[src/design/trbd_pkg.sv]
// Shared types and function codes for the transmit ring burst drain block.
`default_nettype none

package trbd_pkg;

	// Function codes carried in an input transaction
	localparam logic [1:0] FUNC_WRITE  = 2'd0;
	localparam logic [1:0] FUNC_TXDONE = 2'd1;
	localparam logic [1:0] FUNC_READ   = 2'd2;

	// Input transaction payload
	typedef struct packed {
		logic [1:0]  func;
		logic [7:0]  data_byte;
		logic        last_of_write;
		logic        link_up;
		logic        endpoint_ready;
		logic [10:0] read_index;
	} in_item_t;

	// Result transaction payload
	typedef struct packed {
		logic        byte_accepted;
		logic        send_valid;
		logic [10:0] send_start;
		logic [6:0]  send_length;
		logic [7:0]  read_data;
	} out_item_t;

	// Commands from the controller to the datapath
	typedef struct packed {
		logic capture;
		logic exec;
	} trbd_cmd_t;

endpackage

`default_nettype wire

[src/design/trbd_ctrl.sv]
// Controller state machine: sequences capture, execute and result hand-off.
`default_nettype none

module trbd_ctrl (
	input  wire logic              clk,
	input  wire logic              arst_n,
	input  wire logic              in_valid,
	output logic                   in_ready,
	output logic                   out_valid,
	input  wire logic              out_ready,
	output trbd_pkg::trbd_cmd_t    cmd
);
	import trbd_pkg::*;

	typedef enum logic [2:0] {
		ST_IDLE = 3'b001,
		ST_EXEC = 3'b010,
		ST_SEND = 3'b100
	} state_t;

	state_t state_q;
	state_t state_d;

	// Next state
	always_comb begin
		state_d = state_q;
		unique case (state_q)
			ST_IDLE: begin
				if (in_valid) state_d = ST_EXEC;
			end
			ST_EXEC: begin
				state_d = ST_SEND;
			end
			ST_SEND: begin
				if (out_ready) state_d = ST_IDLE;
			end
			default: begin
				state_d = ST_IDLE;
			end
		endcase
	end

	always_ff @(posedge clk or negedge arst_n) begin
		if (!arst_n) begin
			state_q <= ST_IDLE;
		end else begin
			state_q <= state_d;
		end
	end

	// Handshakes and datapath commands
	assign in_ready    = (state_q == ST_IDLE);
	assign out_valid   = (state_q == ST_SEND);
	assign cmd.capture = in_ready && in_valid;
	assign cmd.exec    = (state_q == ST_EXEC);

	// One transaction in flight at a time
	a_one_in_flight: assert property (@(posedge clk) disable iff (!arst_n)
		(in_valid && in_ready) |=> (cmd.exec && !in_ready && !out_valid))
		else $error("transaction accepted while another was in flight");

	a_result_follows_exec: assert property (@(posedge clk) disable iff (!arst_n)
		cmd.exec |=> out_valid)
		else $error("execute step not followed by a result");

	// A stalled result stays offered
	a_result_held: assert property (@(posedge clk) disable iff (!arst_n)
		(out_valid && !out_ready) |=> out_valid)
		else $error("result withdrawn while the receiver stalled");

endmodule

`default_nettype wire

[config.mk]
export PLATFORM = sky130hd
export DESIGN_NAME = trbd_ctrl
export DESIGN_NICKNAME = d
export VERILOG_FILES = /design/src/design/trbd_pkg.sv /design/src/design/trbd_ctrl.sv
export SDC_FILE = /design/constraint.sdc
export NUM_CORES = 1
export LEC_CHECK = 0
export BUFFER_PORTS_ARGS = -buffer_cell sky130_fd_sc_hd__buf_2
export CAP_MARGIN = 20
export CELL_PAD_IN_SITES_DETAIL_PLACEMENT = 0
export CELL_PAD_IN_SITES_GLOBAL_PLACEMENT = 1
export CORE_AREA = 2 2 39 41
export CTS_CLUSTER_SIZE = 28
export DETAILED_ROUTE_END_ITERATION = 7
export DIE_AREA = 0 0 41 43
export GPL_ROUTABILITY_DRIVEN = 0
export PLACE_DENSITY = 0.37
export REMOVE_ABC_BUFFERS = 1
export SETUP_SLACK_MARGIN = 0.2
export SLEW_MARGIN = 25
export SYNTH_ARGS = -nofsm -noshare
export SYNTH_HDL_FRONTEND = slang
export SYNTH_SLANG_ARGS = --single-unit
export TNS_END_PERCENT = 50
[constraint.sdc]
create_clock -name clk -period 1 [get_ports clk]
set_clock_uncertainty 0.1 [all_clocks]
set_input_delay 0.05 -clock clk [delete_from_list [all_inputs] [get_ports clk]]
set_output_delay 0.05 -clock clk [all_outputs]
set_load 0.02 [all_outputs]
**Word-level counts from Yosys, hierarchy flattened**

Index checks and enable logic that the tools add are counted.

- Equality and inequality tests: 5
- Mux-type cells: 3
- Reductions and logical operators: 2

Operator list:

| operator | count |
|---|---|
| 3-bit case mux with 3 select lines | 1 |
| 3-bit 2-to-1 mux | 2 |
| 3-bit by 1-bit equality test with 1-bit output (second input constant) | 1 |
| 3-bit by 2-bit equality test with 1-bit output (second input constant) | 1 |
| 3-bit equality test (second input constant) | 1 |
| 2-bit by 1-bit inequality test with 1-bit output (second input constant) | 1 |
| 2-bit inequality test (second input constant) | 1 |
| 2-bit AND reduction | 1 |
| 1-bit logical AND | 1 |

- Register bits after elaboration: 3
- Input port bits: 4
- Output and inout bits: 4
- Word-level logic and storage cells: 11

**Logic depth before layout (Yosys ltp)**

Gate-level depths: netlist of run 1.

- Word-level depth: 3
- Mapped depth: 2
- Depth with buffers taken out: 2

**Least setup slack after synthesis of run 1**

OpenSTA, ideal clock, no wires.

- Path kind: register to output
- Start point: register state_q[0]
- End point: output in_ready
- Arrival time: 1.085 ns
- Setup slack: -0.235 ns
- Stages on the path, launching flop included: 2
- Buffers on the path: 0
- Cell sequence: dfstp_2 > nor3b_1

- Longest elaborated chain between the ends: 1

RTL lines:

| element | line | RTL |
|---|---|---|
| from (decl) | trbd_ctrl.sv:21 | `state_t state_q;` |
| from (signal assigned) | trbd_ctrl.sv:47 | `state_q <= state_d;` |
| 3-bit by 1-bit equality test with 1-bit output | trbd_ctrl.sv:52 | `assign in_ready = (state_q == ST_IDLE);` |
| to (decl) | trbd_ctrl.sv:8 | `output logic in_ready,` |

Every way passes these cells.

==> results of run 1 <==
## area by class of cell
| type | instances | area share |
|---|---|---|
| Timing Repair Buffer | 11 | 0.283 |
| Multi-Input combinational cell | 8 | 0.319 |
| Sequential cell | 3 | 0.251 |
| Clock buffer | 4 | 0.0837 |
| Tap cell | 16 | 0.0637 |
## logic make-up (layout without fill, tap and decap cells)
family | after synthesis | in the layout | synth area share
buffers and inverters | 1 | 15 | 0.0480
flip-flops | 3 | 3 | 0.488
AND/OR/NAND/NOR | 8 | 8 | 0.464
## per-stage QoR
stage	std cells	instance area, sq um	utilization
floorplan	11	149	-
global placement	35	211	0.153
detailed placement	35	211	0.153
CTS	42	297	0.214
global route	42	314	0.227
finish	42	314	0.227
## Yosys cell counts
| master | number | area [sq um] |
|---|---|---|
| dfrtp_1 | 2 | 50.1 |
| or2_1 | 1 | 6.26 |
| and4bb_2 | 2 | 25.0 |
| dfstp_2 | 1 | 26.3 |
| nor4b_1 | 1 | 8.76 |
| buf_4 | 1 | 7.51 |
| nor3b_2 | 1 | 12.5 |
| nor3b_1 | 2 | 15.0 |
| nor3_1 | 1 | 5.00 |
## repair_timing
item | 4_1_cts | 5_1_grt
endpoints found under the setup margin | 7 | 7
resized for setup | 9 | 5
pin swaps | 2 | 3
hold endpoints to repair | 3 | 0
hold buffers | 1 | 0
buffers inserted | 2 | 0
## routing by layer
metal / track usage / vias to the layer above / routed length [um]
met4: 0.0800 / 0 / 0
met3: 0.0366 / 0 / 52
li1: - / 73 / -
met2: 0.0656 / 8 / 201
met5: 0 / - / 0
met1: 0.0583 / 69 / 167
## critical path, stage by stage (launching register included)
cell,delay [ps]
dfstp_2,550
and4bb_2,260
buf_6,120
## power by group
part	internal [mW]	leakage [nW]	total, mW	switching [mW]
logic	0.256	0.0811	0.440	0.184
registers	0.184	0.0342	0.249	0.0650
clock network	0.149	0.0150	0.206	0.0570
total	0.589	0.130	0.895	0.306
## worst max path at each step
stage	from	endpoint	cells past startpoint
after floorplan	state_q[0]$_DFFE_PN1P_	in_ready	1
after global placement	state_q[1]$_DFFE_PN0P_	state_q[2]$_DFFE_PN0P_	2
after detailed placement	state_q[0]$_DFFE_PN1P_	cmd[1]	2
after CTS	state_q[0]$_DFFE_PN1P_	cmd[1]	2
after global routing	state_q[0]$_DFFE_PN1P_	cmd[1]	2
final	state_q[0]$_DFFE_PN1P_	cmd[1]	2
==> results.toml, run 1 <==
[cells_and_area]
seq_area_sq_um = 78.8
drive_above_1_share = 0.885
largestRegisters = "state_q: 3 flops"
n_antenna_cell = 0
fin_nets = 31
area_growth_pct = 101
fillCellCount = 151
final_cell_mix = "buf_4, clkbuf_4, buf_2, buf_6"
largest_reg_flops = 3
top_register = "state_q"
final_common_cell = "buf_4"
multi_input_area_sq_um = 100

[critical_path]
critPathArrivalTime_ps = 1160
end_kind = "primary output"
required_ps = 850
crit_path_max_fanout = 5
r2r-start = "state_q[0]$_DFFE_PN1P_"
r2r_slack_ps = -200
r2r-end = "state_q[2]$_DFFE_PN0P_"
worstSetupStartpointType = "register"
rr_worst_depth = 3
critical_path_class = "register to primary output"

[status]
violations = "negative setup slack"
status = "finished with violations"

[sta]
worstMarginPinSlew_ps = 291
finalSetupViolations = 6
period_minus_slack_ps = 1310
tns_ps = -1440
slew_viol_final = 0
slew_headroom = 0.806
setup_slack_ps = -311
final-hold-violation-count = 0
fin_crit_sh = 1.31
fmax_mhz = 763
whs_ps = 41.8
rsz0062_at_grt = "yes"

[worst_hold_path]
hold_class = "input pin to async pin"

[die]
fp.dieH_um = 43
placementRows = 14
die-area_sq_mm = 0.00176
fp.dieW_um = 41
io_pins = 8
core-area_sq_mm = 0.00138
initial_core_util = 0.113

[place]
dpl_worst_slack_ps = -134
dpl.hpwl_um = 294
portBuffers = 7

[drt]
drcViolationCount = 0
ant_nets = 0
drt-total-wl_um = 421
via_per_inst = 3.57
first_pass_iters = 1
vias = 150
initialDrtViolationCount = 0
wl_per_cell_um = 10.0

[grt]
antenna_found_initial = 0
grt_pass1_wl_um = 607
grt_use_total = 0.0584
grt_pass1_vias = 167
grt_overflow = 0
grt_start_max_net_pins = 7

[synthesis]
postSynthCellCount = 12
syn_area_per_cell_sq_um = 13.0
synthDistinctLibCells = 9
yosys_warnings = 0
synth-seq-cells = 3
synth.yosys.seq_area_share = 0.488
syn-cell-area_sq_um = 156

[pwr]
p_per_area_mw_per_mm2 = 2850
finalPower_mw = 0.895
leakage_nw = 0.130
ir_drop_uv = 748

[job]
cap_violations = 0

[clock_tree]
cts_tree = "built"
cts_buffer_depth = 2
cts_buffers = 3
htree_levels = 1
clk-insertion-delay-late_ps = 230
clk_pin_slew_ps = 40
clockRootBuffer = "clkbuf_4"
cts.sinks = 3
Power figures use the tool's default switching activity.
==> run 2: changes to the inputs <==
GPL_TIMING_DRIVEN = 0   (was unset)
SETUP_SLACK_MARGIN = 0.3   (was 0.2)
==> results.toml, run 2 (same netlist as run 1, synthesis figures left out) <==
[status]
status = "finished with violations"
violations = "negative setup slack"

[die]
die-area_sq_mm = 0.00176
core-area_sq_mm = 0.00138
fp.dieW_um = 41
placementRows = 14
fp.dieH_um = 43
io_pins = 8
initial_core_util = 0.113

[critical_path]
required_ps = 850
worstSetupStartpointType = "register"
crit_path_max_fanout = 5
slowest_delay_ps = 550
critPathArrivalTime_ps = 1150
end_kind = "primary output"
critical_path_class = "register to primary output"
cp_slowest_cell = "dfstp_2"
crit_chain = "and4bb_2, buf_6"

[cells_and_area]
area_growth_pct = 99.2
final_cell_count_no_fill = 43
drive_above_1_share = 0.815
top_register = "state_q"
n_antenna_cell = 0
largest_reg_flops = 3
fin_nets = 32
largestRegisters = "state_q: 3 flops"
final_cell_mix = "buf_4, nor3b_2, clkbuf_4, buf_2"
final_common_cell = "buf_4"

[sta]
finalSetupViolations = 6
worstMarginPinSlew_ps = 392
slew_viol_final = 0
setup_slack_ps = -304
fin_crit_sh = 1.30
fmax_mhz = 767
tns_ps = -1490
final-hold-violation-count = 0
rsz0062_at_grt = "yes"
period_minus_slack_ps = 1300
slew_headroom = 0.738

[pwr]
finalPower_mw = 0.890
switchingPower_mw = 0.303
seq_power_share = 0.273
leakage_nw = 0.137
clkPwrFrac = 0.236
p_per_area_mw_per_mm2 = 2860
cellInternalPower_mw = 0.587
ir_drop_uv = 813
p_sw_frac = 0.340
p_comb_frac = 0.491

[grt]
grt_pass1_wl_um = 607
grt_use_total = 0.0604
grt_start_max_net_pins = 7
grt_overflow = 0
antenna_found_initial = 0
grt_pass1_vias = 168

[clock_tree]
cts_tree = "built"
cts.sinks = 3
htree_levels = 1
clk_pin_slew_ps = 40
cts_buffer_depth = 2
clockRootBuffer = "clkbuf_4"
cts_buffers = 3
clk-insertion-delay-late_ps = 230

[drt]
ant_nets = 0
first_pass_iters = 1
drt-total-wl_um = 416
wl_per_cell_um = 9.67
initialDrtViolationCount = 0
via_per_inst = 3.67
drcViolationCount = 0
vias = 158

[job]
cap_violations = 0

[worst_hold_path]
hold_class = "input pin to register"

[place]
dpl_worst_slack_ps = -131
dp.cells = 34
portBuffers = 7
run 2: cell types whose count changed in the layout (fill, tap and decap cells not counted), sizes merged:
cell / before / now
buf: 10 / 11
run 2: path summary, 6_finish.rpt:
kind                                             start                      to  slack (ps)  depth (start not counted)
max in group asynchronous                       arst_n  state_q[0]$_DFFE_PN1P_         560                          2
worst max-delay path            state_q[0]$_DFFE_PN1P_                  cmd[1]        -300                          2
min in group asynchronous                       arst_n  state_q[2]$_DFFE_PN0P_          40                          2
worst min register to register  state_q[0]$_DFFE_PN1P_  state_q[1]$_DFFE_PN0P_         540                          1
worst min-delay path                         out_ready  state_q[0]$_DFFE_PN1P_          10                          3
worst max register to register  state_q[0]$_DFFE_PN1P_  state_q[2]$_DFFE_PN0P_        -270                          4
run 2: final cells by class:
type | count | area (sq um)
timing repair buffer | 12 | 88.8
sequential | 3 | 76.3
fill | 155 | 1070
clock buffer | 4 | 26.3
tap | 16 | 20.0
multi-input combinational | 8 | 100
run 2: power by group through the flow:
stage	Sequential [mW]	Clock [mW]	Combinational, mW
finish	0.243	0.210	0.437
global route	0.254	0.240	0.466
CTS	0.244	0.223	0.373
detailed placement	0.242	0	0.250
global placement	0.242	0	0.249
floorplan	0.225	0	0.177
run 2: worst max-delay path, delay by kind of cell, from the launching register on:
family / cells / cell delay (ps)
flip-flops: 1 / 550
AND/OR/NAND/NOR: 1 / 260
buffers and inverters: 1 / 120
run 2: through the flow:
step | instance area [sq um] | hold slack (ps) | utilization
2_1_floorplan | 149 | -346 | -
3_3_place_gp | 204 | -253 | 0.147
3_5_place_dp | 204 | -252 | 0.147
4_1_cts | 287 | 27.5 | 0.207
5_1_grt | 312 | 19.1 | 0.225
6_report | 312 | 13.2 | 0.225
run 2: what timing repair did:
item                                   in CTS  in global routing
pin swaps                                   3                  2
endpoints found under the hold margin       3                  0
setup buffers                               3                  1
setup endpoints to repair                   7                  7
hold buffers                                1                  0
gates resized for setup                     7                  3
cloned                                      0                  0
run 2: layer usage:
layer	wire, um	part of all wire	GRT usage
met4	0	0	0.100
met2	192	0.46	0.0625
met5	0	0	0
met3	37	0.089	0.0314
met1	186	0.45	0.0615
